## config.mk

```make
export PLATFORM = sky130hd
export DESIGN_NAME = six_axis_report_deframer_core
export DESIGN_NICKNAME = d
export VERILOG_FILES = /design/src/hdl/sard_pkg.sv /design/src/hdl/sard_front.sv /design/src/hdl/sard_queue.sv /design/src/hdl/sard_back.sv /design/src/hdl/six_axis_report_deframer_core.sv
export VERILOG_INCLUDE_DIRS = /design/src /design/src/hdl
export SDC_FILE = /design/constraint.sdc
export NUM_CORES = 1
export LEC_CHECK = 0
export BUFFER_PORTS_ARGS = -buffer_cell sky130_fd_sc_hd__clkbuf_2
export CELL_PAD_IN_SITES_DETAIL_PLACEMENT = 0
export CELL_PAD_IN_SITES_GLOBAL_PLACEMENT = 2
export CORE_ASPECT_RATIO = 1.5
export CORE_MARGIN = 2
export CORE_UTILIZATION = 35
export CTS_BUF_LIST = sky130_fd_sc_hd__clkbuf_4 sky130_fd_sc_hd__clkbuf_8
export DETAILED_ROUTE_END_ITERATION = 10
export PLACE_DENSITY = 0.74
export SETUP_SLACK_MARGIN = 0.15
export SLEW_MARGIN = 20
export SYNTH_ARGS = -nofsm -noshare
export SYNTH_HDL_FRONTEND = slang
export SYNTH_SLANG_ARGS = --single-unit
```

## constraint.sdc

```tcl
create_clock -name clock -period 12.6 [get_ports clock]
set_input_delay 1.26 -clock clock [delete_from_list [all_inputs] [get_ports clock]]
set_output_delay 1.26 -clock clock [all_outputs]
set_load 0.05 [all_outputs]
```

## src/hdl/assert_macros.svh

```systemverilog
// Assertion macros for the RTL file that carries checks.
`ifndef ASSERT_MACROS_SVH
`define ASSERT_MACROS_SVH

// Checked on every rising clock edge outside reset.
`define SARD_ASSERT(label, prop, msg) \
   label: assert property (@(posedge clock) disable iff (reset) (prop)) else $error(msg);

// Checked on every rising clock edge, reset included.
`define SARD_ASSERT_ALWAYS(label, prop, msg) \
   label: assert property (@(posedge clock) (prop)) else $error(msg);

`endif

```

## src/hdl/sard_pkg.sv

```systemverilog
// Types and constants shared by the six-axis report deframer.
`default_nettype none

package sard_pkg;

   localparam int PAYLOAD_LEN = 12;
   localparam int POS_WIDTH   = 4;
   localparam int SUM_WIDTH   = 14;
   localparam int RCV_WIDTH   = 16;
   localparam int AXIS_WIDTH  = 16;

   localparam logic [7:0] START_MARK  = 8'h96;
   localparam logic [7:0] END_MARK    = 8'h8D;
   localparam logic [7:0] REQUEST_CMD = 8'hAC;

   localparam logic [POS_WIDTH-1:0] POS_CHECK_HI = POS_WIDTH'(PAYLOAD_LEN);
   localparam logic [POS_WIDTH-1:0] POS_MAX      = {POS_WIDTH{1'b1}};

   // configuration port
   localparam int CSR_INDEX_WIDTH = 1;
   localparam int CSR_DATA_WIDTH  = 14;
   localparam logic [CSR_INDEX_WIDTH-1:0] CSR_BYTE_BUDGET = 1'd0;
   localparam logic [CSR_INDEX_WIDTH-1:0] CSR_AXIS_OFFSET = 1'd1;
   localparam logic [7:0]  BYTE_BUDGET_RESET = 8'd15;
   localparam logic [13:0] AXIS_OFFSET_RESET = 14'd8192;

   localparam logic MODE_REQUEST = 1'b0;
   localparam logic MODE_BYTE    = 1'b1;

   localparam logic KIND_CMD    = 1'b0;
   localparam logic KIND_REPORT = 1'b1;

   localparam logic [1:0] STATUS_GOOD     = 2'd0;
   localparam logic [1:0] STATUS_BAD_SUM  = 2'd1;
   localparam logic [1:0] STATUS_NO_START = 2'd2;

   typedef struct packed {
      logic       mode;
      logic [7:0] rx_byte;
   } req_payload_type;

   typedef struct packed {
      logic                         result_kind;
      logic [7:0]                   tx_byte;
      logic [1:0]                   status;
      logic signed [AXIS_WIDTH-1:0] axis_x;
      logic signed [AXIS_WIDTH-1:0] axis_y;
      logic signed [AXIS_WIDTH-1:0] axis_z;
      logic signed [AXIS_WIDTH-1:0] tilt_x;
      logic signed [AXIS_WIDTH-1:0] tilt_y;
      logic signed [AXIS_WIDTH-1:0] twist;
   } rsp_payload_type;

   // one classified result waiting for the back end
   typedef struct packed {
      logic                              kind;
      logic [1:0]                        status;
      logic [PAYLOAD_LEN-1:0][7:0]       bytes;
   } rec_type;

   typedef struct packed {
      logic full;
      logic empty;
   } qstat_type;

endpackage

`default_nettype wire

```

## src/hdl/sard_front.sv

```systemverilog
// Front end: accepts items, tracks the frame and classifies each result.
`default_nettype none

module sard_front import sard_pkg::*; (
   input  wire logic            clock,
   input  wire logic            reset,
   input  wire logic            req_valid,
   output logic                 req_stall,
   input  wire req_payload_type req_payload,
   input  wire logic [7:0]      byte_budget,
   input  wire qstat_type       q_status,
   output logic                 push,
   output rec_type              push_rec
);

   logic                         open_ff,  open_in;
   logic                         start_ff, start_in;
   logic [7:0]                   spent_ff, spent_in;
   logic [POS_WIDTH-1:0]         pos_ff,   pos_in;
   logic [PAYLOAD_LEN-1:0][7:0]  store_ff, store_in;
   logic [SUM_WIDTH-1:0]         run_ff,   run_in;
   logic [RCV_WIDTH-1:0]         rcv_ff,   rcv_in;

   logic       accept;
   logic       is_cmd;
   logic       end_hit;
   logic [7:0] b;

   assign req_stall = q_status.full;
   assign accept    = req_valid && !req_stall;
   assign b         = req_payload.rx_byte;

   always_comb begin
      open_in  = open_ff;
      start_in = start_ff;
      spent_in = spent_ff;
      pos_in   = pos_ff;
      store_in = store_ff;
      run_in   = run_ff;
      rcv_in   = rcv_ff;
      push     = 1'b0;
      is_cmd   = 1'b0;
      end_hit  = 1'b0;
      if (accept) begin
         if (req_payload.mode == MODE_REQUEST) begin
            open_in  = 1'b1;
            start_in = 1'b0;
            spent_in = '0;
            pos_in   = '0;
            store_in = '0;
            run_in   = '0;
            rcv_in   = '0;
            push     = 1'b1;
            is_cmd   = 1'b1;
         end else if (open_ff) begin
            if (b == START_MARK) begin
               // repeated start keeps position and stored payload
               start_in = 1'b1;
               run_in   = SUM_WIDTH'(START_MARK);
               spent_in = '0;
            end else begin
               if (start_ff) begin
                  if (b == END_MARK) begin
                     end_hit = 1'b1;
                     push    = 1'b1;
                     open_in = 1'b0;
                  end else begin
                     if (pos_ff < POS_CHECK_HI) begin
                        store_in[pos_ff] = b;
                        run_in = run_ff + {{(SUM_WIDTH-8){1'b0}}, b};
                     end else if (pos_ff == POS_CHECK_HI) begin
                        rcv_in = {1'b0, b, 7'b0};
                     end else begin
                        rcv_in = rcv_ff + {{(RCV_WIDTH-8){1'b0}}, b};
                     end
                     if (pos_ff != POS_MAX) begin
                        pos_in = pos_ff + POS_WIDTH'(1);
                     end
                  end
               end
               // budget check runs after the byte is taken in
               if (!end_hit) begin
                  if (spent_ff >= byte_budget) begin
                     push    = 1'b1;
                     open_in = 1'b0;
                  end else begin
                     spent_in = spent_ff + 8'd1;
                  end
               end
            end
         end
      end
   end

   always_comb begin
      push_rec.bytes = store_in;
      if (is_cmd) begin
         push_rec.kind   = KIND_CMD;
         push_rec.status = STATUS_GOOD;
      end else begin
         push_rec.kind = KIND_REPORT;
         if (!start_ff) begin
            push_rec.status = STATUS_NO_START;
         end else if (rcv_in != {{(RCV_WIDTH-SUM_WIDTH){1'b0}}, run_in}) begin
            push_rec.status = STATUS_BAD_SUM;
         end else begin
            push_rec.status = STATUS_GOOD;
         end
      end
   end

   always_ff @(posedge clock) begin
      if (reset) begin
         open_ff  <= 1'b0;
         start_ff <= 1'b0;
         spent_ff <= '0;
         pos_ff   <= '0;
         store_ff <= '0;
         run_ff   <= '0;
         rcv_ff   <= '0;
      end else begin
         open_ff  <= open_in;
         start_ff <= start_in;
         spent_ff <= spent_in;
         pos_ff   <= pos_in;
         store_ff <= store_in;
         run_ff   <= run_in;
         rcv_ff   <= rcv_in;
      end
   end

endmodule

`default_nettype wire

```

## src/hdl/sard_queue.sv

```systemverilog
// Two-entry queue between the front end and the back end.
`default_nettype none

module sard_queue import sard_pkg::*; (
   input  wire logic    clock,
   input  wire logic    reset,
   input  wire logic    push,
   input  wire rec_type push_rec,
   input  wire logic    pop,
   output rec_type      head,
   output qstat_type    q_status
);

   rec_type    entry_ff [2];
   logic       wr_ptr_ff, wr_ptr_in;
   logic       rd_ptr_ff, rd_ptr_in;
   logic [1:0] count_ff,  count_in;
   logic       do_push;
   logic       do_pop;

   assign q_status.full  = (count_ff == 2'd2);
   assign q_status.empty = (count_ff == 2'd0);
   assign do_push        = push && !q_status.full;
   assign do_pop         = pop && !q_status.empty;
   assign head           = entry_ff[rd_ptr_ff];

   always_comb begin
      wr_ptr_in = wr_ptr_ff ^ do_push;
      rd_ptr_in = rd_ptr_ff ^ do_pop;
      count_in  = count_ff + {1'b0, do_push} - {1'b0, do_pop};
   end

   always_ff @(posedge clock) begin
      if (do_push) begin
         entry_ff[wr_ptr_ff] <= push_rec;
      end
   end

   always_ff @(posedge clock) begin
      if (reset) begin
         wr_ptr_ff <= 1'b0;
         rd_ptr_ff <= 1'b0;
         count_ff  <= '0;
      end else begin
         wr_ptr_ff <= wr_ptr_in;
         rd_ptr_ff <= rd_ptr_in;
         count_ff  <= count_in;
      end
   end

endmodule

`default_nettype wire

```

## src/hdl/sard_back.sv

```systemverilog
// Back end: decodes the axes and holds the result register.
`default_nettype none

module sard_back import sard_pkg::*; (
   input  wire logic         clock,
   input  wire logic         reset,
   input  wire rec_type      head,
   input  wire qstat_type    q_status,
   input  wire logic [13:0]  axis_offset,
   output logic              pop,
   output logic              rsp_valid,
   input  wire logic         rsp_stall,
   output rsp_payload_type   rsp_payload
);

   logic            rsp_valid_ff, rsp_valid_in;
   rsp_payload_type rsp_payload_ff, rsp_payload_in;
   logic            decode_on;

   // byte pair n sits at bytes[2n] (shifted up by seven bits) and bytes[2n+1]
   function automatic logic [AXIS_WIDTH-1:0] axis_decode(
      input logic [7:0]  hi,
      input logic [7:0]  lo,
      input logic [13:0] offset
   );
      logic [AXIS_WIDTH-1:0] raw;
      raw = {1'b0, hi, 7'b0} + {8'b0, lo};
      return raw - {2'b0, offset};
   endfunction

   assign pop       = !q_status.empty && (!rsp_valid_ff || !rsp_stall);
   assign decode_on = (head.kind == KIND_REPORT) && (head.status == STATUS_GOOD);

   always_comb begin
      rsp_valid_in   = rsp_valid_ff;
      rsp_payload_in = rsp_payload_ff;
      if (rsp_valid_ff && !rsp_stall) begin
         rsp_valid_in = 1'b0;
      end
      if (pop) begin
         rsp_valid_in               = 1'b1;
         rsp_payload_in             = '0;
         rsp_payload_in.result_kind = head.kind;
         rsp_payload_in.status      = head.status;
         if (head.kind == KIND_CMD) begin
            rsp_payload_in.tx_byte = REQUEST_CMD;
         end
         if (decode_on) begin
            rsp_payload_in.axis_x = axis_decode(head.bytes[0],  head.bytes[1],  axis_offset);
            rsp_payload_in.axis_z = axis_decode(head.bytes[2],  head.bytes[3],  axis_offset);
            rsp_payload_in.axis_y = axis_decode(head.bytes[4],  head.bytes[5],  axis_offset);
            rsp_payload_in.tilt_y = axis_decode(head.bytes[6],  head.bytes[7],  axis_offset);
            rsp_payload_in.twist  = axis_decode(head.bytes[8],  head.bytes[9],  axis_offset);
            rsp_payload_in.tilt_x = axis_decode(head.bytes[10], head.bytes[11], axis_offset);
         end
      end
   end

   always_ff @(posedge clock) begin
      rsp_payload_ff <= rsp_payload_in;
   end

   always_ff @(posedge clock) begin
      if (reset) begin
         rsp_valid_ff <= 1'b0;
      end else begin
         rsp_valid_ff <= rsp_valid_in;
      end
   end

   assign rsp_valid   = rsp_valid_ff;
   assign rsp_payload = rsp_payload_ff;

endmodule

`default_nettype wire

```

## src/hdl/six_axis_report_deframer_core.sv

```systemverilog
// Six-axis report deframer, top level.
// Takes one item per clock while req_stall is low: a request (answered with command
// byte 0xAC) or one received serial byte, which is deframed into a single report after
// the end marker or when the byte budget runs out. The front end handles each item in
// the cycle it is taken; results are written into a two-entry queue and from there into
// the registered output, so the block sustains one item per cycle while req_stall is
// low. req_stall rises only when the queue holds two results that the output side has
// not taken. Configuration writes are taken at any time but are meant for idle periods.
`default_nettype none
`include "assert_macros.svh"

module six_axis_report_deframer_core import sard_pkg::*; (
   input  wire logic                       clock,
   input  wire logic                       reset,
   input  wire logic                       req_valid,
   output logic                            req_stall,
   input  wire req_payload_type            req_payload,
   output logic                            rsp_valid,
   input  wire logic                       rsp_stall,
   output rsp_payload_type                 rsp_payload,
   input  wire logic                       csr_we,
   input  wire logic [CSR_INDEX_WIDTH-1:0] csr_index,
   input  wire logic [CSR_DATA_WIDTH-1:0]  csr_wdata
);

   logic [7:0]  budget_ff, budget_in;
   logic [13:0] offset_ff, offset_in;
   logic        push;
   logic        pop;
   rec_type     push_rec;
   rec_type     head;
   qstat_type   q_status;

   always_comb begin
      budget_in = budget_ff;
      offset_in = offset_ff;
      if (csr_we) begin
         case (csr_index)
            CSR_BYTE_BUDGET: budget_in = csr_wdata[7:0];
            CSR_AXIS_OFFSET: offset_in = csr_wdata[13:0];
            default: ;
         endcase
      end
   end

   always_ff @(posedge clock) begin
      if (reset) begin
         budget_ff <= BYTE_BUDGET_RESET;
         offset_ff <= AXIS_OFFSET_RESET;
      end else begin
         budget_ff <= budget_in;
         offset_ff <= offset_in;
      end
   end

   sard_front u_front (
      .clock       (clock),
      .reset       (reset),
      .req_valid   (req_valid),
      .req_stall   (req_stall),
      .req_payload (req_payload),
      .byte_budget (budget_ff),
      .q_status    (q_status),
      .push        (push),
      .push_rec    (push_rec)
   );

   sard_queue u_queue (
      .clock    (clock),
      .reset    (reset),
      .push     (push),
      .push_rec (push_rec),
      .pop      (pop),
      .head     (head),
      .q_status (q_status)
   );

   sard_back u_back (
      .clock       (clock),
      .reset       (reset),
      .head        (head),
      .q_status    (q_status),
      .axis_offset (offset_ff),
      .pop         (pop),
      .rsp_valid   (rsp_valid),
      .rsp_stall   (rsp_stall),
      .rsp_payload (rsp_payload)
   );

   `SARD_ASSERT(a_cmd_shape, rsp_valid && (rsp_payload.result_kind == KIND_CMD) |-> (rsp_payload.tx_byte == REQUEST_CMD) && (rsp_payload.status == STATUS_GOOD), "command transfer malformed")
   `SARD_ASSERT(a_fault_zero, rsp_valid && (rsp_payload.status != STATUS_GOOD) |-> (rsp_payload.axis_x == '0) && (rsp_payload.twist == '0) && (rsp_payload.tilt_x == '0), "faulted report carries axes")
   `SARD_ASSERT(a_req_queued, req_valid && !req_stall && (req_payload.mode == MODE_REQUEST) |=> !q_status.empty, "request result not queued")
   `SARD_ASSERT_ALWAYS(a_no_push_full, push |-> !q_status.full, "push into full queue")

endmodule

`default_nettype wire
```

==> metrics, run 1 <==
Syn-to-layout area delta 13.5%; fill count between 6000 and 7000; PortBufs between 100 and 150; footprint of the multi-input gates 11200 um^2; NumNets Final 2502; DRT iter0 DRCs 904; Cells after Synth between 2000 and 2500; Compound-Gate Fraction of Synth Area around 8.5%; clock-pin slew on the worst setup and hold paths roughly 0.07 ns; Max-Cap Viols 0; internal power between 3000 and 4000 uW; Post-Synth Adder-Cell Area about 11%; root buffer cell clkbuf_8; routed len/inst 19.4 um; pin count of the biggest net entering global routing around 100; die area approximately 70000 um^2; RSZ-0062 raised after global routing no; FF+latch count, synth ~470; Tightest Pin Transition around 1.1 ns; Max Freq 0.192 GHz; share of layout cells above drive strength 1 17.8%; Reg area ~12000 um^2; first-pass GRT wire length about 96000 um; xor and xnor fraction of the mapped netlist area around 3.1%; number of global-route vias before repair between 15000 and 20000; Syn Std Cell Area 24100 um^2; Post-CTS Resized 0; initial antenna violation count 1; Placed Area roughly 26000 um^2; CTS H-tree lvls 3; logic gate share of total power between 30 and 40%; Post-CTS Setup Bufs 0; final setup vio count 0; final HPWL from detailed placement roughly 43000 um; most frequent cells in the layout edfxtp_1, nor2_1, ha_1; cts-stage hold buffer count 0; GRT Overall Usage ~18%; Max Slew Vio Count 0; via/cell ratio just over 5; mux contribution to synthesized area under 10%; post-route minimum period between 5 and 6 ns; CTS tree built; clock network fraction of total power between 20% and 30%; Mean Syn Cell Area approximately 11 um^2; maximum VDD drop around 0.11 mV; commonest non-fill, non-tap cell in the layout edfxtp_1; Startpoint Class flop; yosys warns 0; Detail Route Antenna Nets 0; area leader, netlist edfxtp_1; clock sinks between 400 and 500; Worst EP required roughly 13 ns; pwr dens 196 nW/um^2; initial core utilization between 30% and 40%; skew final ~0.034 ns; fin crit share about two fifths; Top Ports roughly 140; total congestion overflow 0; top cell type's share of synthesized area between 30% and 40%; final wirelength around 63000 um; Final Cell Area roughly 27000 um^2; vias about 16000; setup_tns 0 ns; worst skew pair latency around 0.66 ns; critical path class flop to flop; Max Root-Sink Buffers 3; DIE HEIGHT approximately 330 um; Synth cell types 97; outcome finished clean; post-synthesis sequential area ratio around 51%; Most used DFF post-synth edfxtp_1; Sw Ratio 37.6%; ranking of synthesized cells by area edfxtp_1, dfxtp_1, ha_1; Post-synth EDFFs around 300; Pre-antenna DRT Iters 5; simple logic cell fraction of the synthesized area around 14%; worst min path class flop to flop; NetSw around 2000 uW; Max transition margin around 28%; leakage about 0.011 uW; die width between 200 and 250 um; Rows approximately 120; Core ar. around 68000 um^2; main combinational cell family by area after synthesis simple AND/OR/NAND/NOR gates; Num CTS Buffers between 70 and 80; WP data arrival ~5.6 ns; sequential power share a little over a third; post-synthesis async set-or-reset flop share 0%; CP Capture Type flop; Final Hold Fails 0; Final Wtd Congestion ~0.79; Crit Path Max Fanout 45; drt drc 0
==> routing by layer <==
metal  track usage, %  up-vias  part of all wire (%)
met5                0        -                     0
met4             6.27        0                   2.6
met3             2.74      104                   3.7
met2             31.4      318                    51
met1             21.3     7897                    43
li1                 -     8021                     -
==> cell usage after synthesis, types with 5 or more instances <==
master,instances
a211o_1,6
a211oi_1,7
a21o_1,21
a21oi_1,92
a31oi_1,10
a32oi_1,5
and2_1,19
and3_1,23
buf_1,5
buf_2,8
buf_4,10
clkbuf_1,78
dfxtp_1,167
edfxtp_1,298
fa_1,14
ha_1,195
inv_1,64
mux2_2,79
mux2i_1,127
nand2_1,100
nand2b_1,19
nand3_1,28
nand3_2,5
nand4_1,5
nor2_1,279
nor2b_1,28
nor3_1,136
o211ai_1,8
o21a_1,17
o21ai_0,40
o22ai_1,11
o31ai_1,8
o41ai_1,10
or2_2,16
or3_1,13
xnor2_1,25
xor2_1,60
==> worst max-delay path, cell delays in order, from the launching register on <==
cell and delay, ns:
dfxtp_4 0.63, buf_4 0.47, buf_4 0.64, mux2_2 0.41, ha_1 0.28, ha_1 0.22
fa_1 0.47, a21o_1 0.18, a21oi_1 0.16, nor2b_1 0.08, o21a_1 0.19, o22ai_1 0.17
o21ai_0 0.17, o41ai_1 0.48, o21ai_0 0.22, mux2i_1 0.15
==> power groups by stage <==
stage | logic [uW] | registers (uW) | clock network (uW)
finish | 1950 | 1930 | 1480
global placement | 1970 | 1960 | 0
CTS | 1980 | 1930 | 1530
detailed placement | 1970 | 1960 | 0
floorplan | 1070 | 2420 | 0
global route | 2140 | 1950 | 1580
==> registers in the layout, indices dropped and copies added, names as in the netlist <==
signal and flops:
u_front.store_ff 96, u_front.open_ff 1, u_queue.entry_ff 198, u_front.pos_ff 4, offset_ff 14, u_front.rcv_ff 16, u_queue.count_ff 2, u_queue.wr_ptr_ff 1
u_back.rsp_valid 1, u_front.run_ff 14, u_front.spent_ff 8, budget_ff 8, u_back.rsp_payload 100, u_queue.rd_ptr_ff 1, u_front.start_ff 1
==> final timing paths <==
check / start / endpoint / slack (ns) / depth (start not counted)
max: u_queue.rd_ptr_ff$_SDFF_PP0_ / u_back.rsp_payload[95]$_SDFFCE_PN0P_ / 7.39 / 15
max reg2reg: u_queue.rd_ptr_ff$_SDFF_PP0_ / u_back.rsp_payload[95]$_SDFFCE_PN0P_ / 7.39 / 15
min reg2reg: offset_ff[5]$_SDFFE_PP0P_ / offset_ff[5]$_SDFFE_PP0P_ / 0.46 / 2
min: offset_ff[5]$_SDFFE_PP0P_ / offset_ff[5]$_SDFFE_PP0P_ / 0.46 / 2
==> layout make-up <==
| type | count | area share (%) |
|---|---|---|
| clock buffer | 104 | 4.76 |
| inverter | 65 | 0.893 |
| antenna | 1 | 0.00916 |
| sequential | 465 | 45.0 |
| multi-input combinational | 1509 | 40.9 |
| timing repair buffer | 148 | 2.86 |
| clock inverter | 35 | 1.51 |
| tap | 892 | 4.08 |
==> kinds of logic after synthesis <==
kind of cell | after synthesis
xor gates and xnor gates | 85
and+or+nand+nor | 709
buffers and inverters | 166
other | 1
AOI/OAI and AO/OA | 295
muxes | 207
DFF | 465
adders and majority gates | 209
==> through the flow <==
stage	utilization (%)	cells	power [uW]	hold slack, ns	setup slack, ns
after global routing	40.2	3219	5670	0.476	6.95
after detailed placement	37.7	3079	3940	0.453	7.40
after CTS	40.2	3218	5440	0.461	7.34
final	40.2	3219	5360	0.459	7.39
after global placement	37.7	3079	3930	0.449	7.43
after floorplan	-	2140	3490	0.436	4.89
Power figures use the tool's default switching activity.
==> inputs of run 2 (changes only) <==
Settings changed: PLACE_DENSITY 0.74 to 0.77.
Clock period 12.6 ns to 4.63 ns, I/O delays scaled along.
==> run 2 against run 1 <==
- clock-buffer cell count is 9 higher
- sequential power grew to 2.7 times the previous value
- flip-flop and latch count stayed put
- critical path type unchanged
- highest routed layer unchanged
==> metrics, run 2 (synthesized netlist as in run 1, its figures left out) <==
Post-CTS Resized 0 (unchanged); Num CTS Buffers 73 (-2.7%); clock network fraction of total power 25.7% (-1.9 points); reg2reg start u_queue.rd_ptr_ff$_SDFF_PP0_; root buffer cell clkbuf_8; fill count 6597 (-0.045%); die width 218 um (unchanged); setup_tns 0 ns (unchanged); outcome finished clean; CP Depth 13 (-2); Final Wtd Congestion 0.844 (+6.6%); slowest cell on the critical path dfxtp_4; worst min path class input pin to flop; Worst Hold Slack 0.0542 ns (-0.405 ns); PortBufs 133 (unchanged); NetSw 5570 uW (+180%); Max Slew Vio Count 0 (unchanged); final wirelength 64000 um (+2.2%); pin count of the biggest net entering global routing 207 (+100%); Syn-to-layout area delta 14.2%; Max transition margin 30.7% (+2.8 points); CP delay by family, top compound AO/OA/AOI/OAI gates; clock sinks 465 (unchanged); critical path capture point u_back.rsp_payload[31]$_SDFFCE_PN0P_; CP Launch Point u_queue.rd_ptr_ff$_SDFF_PP0_; first-pass GRT wire length 97300 um (+1.2%); Tightest Pin Transition 1.04 ns (-0.0427 ns); Final Util 40.5% (+0.27 points); Crit Path Max Fanout 22 (-51%); Final Hold Fails 0 (unchanged); worst skew pair latency 0.66 ns (about the same); worst reg2reg path depth 13 (-2); Max-Cap Viols 0 (unchanged); via/cell ratio 5.12 (+0.88%); initial antenna violation count 1 (unchanged); post-route minimum period 4.15 ns (-1.06 ns); DRT iter0 DRCs 887 (-1.9%); Rows 117 (unchanged); RSZ-0062 raised after global routing no; critical path class flop to flop; final HPWL from detailed placement 45600 um (+5.3%); cell breakdown of the critical path mux2_2 > ha_1 > ha_1 > fa_1 > a21o_1 > a21oi_1 > nor2b_1 > o21a_1 > o22ai_1 > o21ai_0 > o41ai_1 > o21ai_0 > mux2i_1; Hold Crit Start csr_wdata[10]; footprint of the multi-input gates 11200 um^2 (unchanged); total congestion overflow 0 (unchanged); CTS H-tree lvls 3 (unchanged); pwr dens 526 nW/um^2 (+170%); drt drc 0 (unchanged); internal power 8900 uW (+170%); Reg area 12300 um^2 (unchanged); reg-to-reg setup timing slack 0.48 ns (-6.91 ns); crit-path max cell delay 0.60 ns (-0.04 ns); commonest non-fill, non-tap cell in the layout edfxtp_1; max reg flops 198 (unchanged); DIE HEIGHT 325 um (unchanged); maximum VDD drop 0.284 mV (+150%); Core ar. 67900 um^2 (unchanged); Worst EP required 5.04 ns (-7.98 ns); number of global-route vias before repair 16800 (+1.4%); CTS tree built; Max Root-Sink Buffers 3 (unchanged); Top Ports 138 (unchanged); GRT Overall Usage 17.9% (+0.28 points); Startpoint Class flop; sequential power share 36.1% (about the same); fin crit share 89.7% (+48 points); initial core utilization 35.5% (unchanged); vias 16600 (+1.7%); Pre-antenna DRT Iters 5 (unchanged); Max Freq 0.241 GHz (+25%); Detail Route Antenna Nets 0 (unchanged); leakage 0.0111 uW (+1.0%); logic gate share of total power 38.1% (+1.7 points); CP Capture Type flop; Post-CTS Setup Bufs 0 (unchanged); Buf/Inv on CP 0 (-2); final setup vio count 0 (unchanged); die area 71000 um^2 (unchanged); WP data arrival 4.56 ns (-1.06 ns); Reg-to-Reg End u_back.rsp_payload[31]$_SDFFCE_PN0P_; share of layout cells above drive strength 1 18.9% (+1.0 points); clock-pin slew on the worst setup and hold paths 0.07 ns (about the same); Sw Ratio 38.5% (+0.85 points); skew final 0.0289 ns (-0.00466 ns); routed len/inst 19.7 um (+1.4%); NumNets Final 2530 (+1.1%); Largest Register u_queue.entry_ff; most frequent cells in the layout edfxtp_1, nor2_1, ha_1
[run 2: cell count changes in the layout (fill, tap and decap cells not counted), sizes merged]
cell	before	now
clkinv	19	13
clkinvlp	6	2
inv	66	69
clkbuf	236	245
bufinv	9	3
dlygate4sd3	0	4
buf	16	42
[run 2: worst min path at each step]
stage	depth (start not counted)	endpoint
6_report	3	offset_ff[10]$_SDFFE_PP0P_
5_1_grt	2	budget_ff[1]$_SDFFE_PP1P_
4_1_cts	3	offset_ff[10]$_SDFFE_PP0P_
3_5_place_dp	2	offset_ff[11]$_SDFFE_PP0P_
3_3_place_gp	2	offset_ff[9]$_SDFFE_PP0P_
2_1_floorplan	2	budget_ff[4]$_SDFFE_PP0P_
[run 2: cell type report]
class                   instances  area share (%)
flip-flops and latches        465            44.7
multi-input cells            1509            40.6
clock buffers                 113            4.97
well taps                     892            4.06
repair buffers                178            4.01
inverters                      65           0.887
clock inverters                22           0.737
diodes                          1         0.00910
[run 2: timing repair]
action,4_1_cts,5_1_grt
endpoints found under the hold margin,4,0
hold buffers,4,0
setup endpoints to repair,0,0
[run 2: metrics by stage]
step,setup slack [ns],cell area [um^2],power (uW),std cells
after global placement,0.483,25900,10800,3105
after floorplan,0.000990,24100,9460,2140
final,0.477,27500,14500,3245
after CTS,0.486,27500,14700,3244
after detailed placement,0.504,25900,10900,3105
after global routing,0.239,27500,15300,3245
[run 2: per-layer routing]
metal / routed length (um) / share of wire (%) / global-route usage (%)
met2: 33400 / 52 / 32.9
met1: 26600 / 42 / 20.8
met3: 2130 / 3.3 / 2.57
met5: 0 / 0 / 0
met4: 1900 / 3.0 / 6.71
[run 2: worst register-to-register path, cell delays in order, from the launching register on]
cell	delay, ns
dfxtp_4	0.60
mux2_2	0.40
ha_1	0.28
ha_1	0.22
fa_1	0.47
a21o_1	0.18
a21oi_1	0.17
nor2b_1	0.08
o21a_1	0.19
o22ai_1	0.16
o21ai_0	0.16
o41ai_1	0.59
o21ai_0	0.25
mux2i_1	0.16
[run 2: power by group through the flow]
stage	Combinational, uW	Sequential (uW)	Clock (uW)
after floorplan	2930	6530	0
after global placement	5530	5310	0
after detailed placement	5580	5330	0
after CTS	5600	5240	3840
after global routing	6010	5270	4000
final	5510	5230	3720
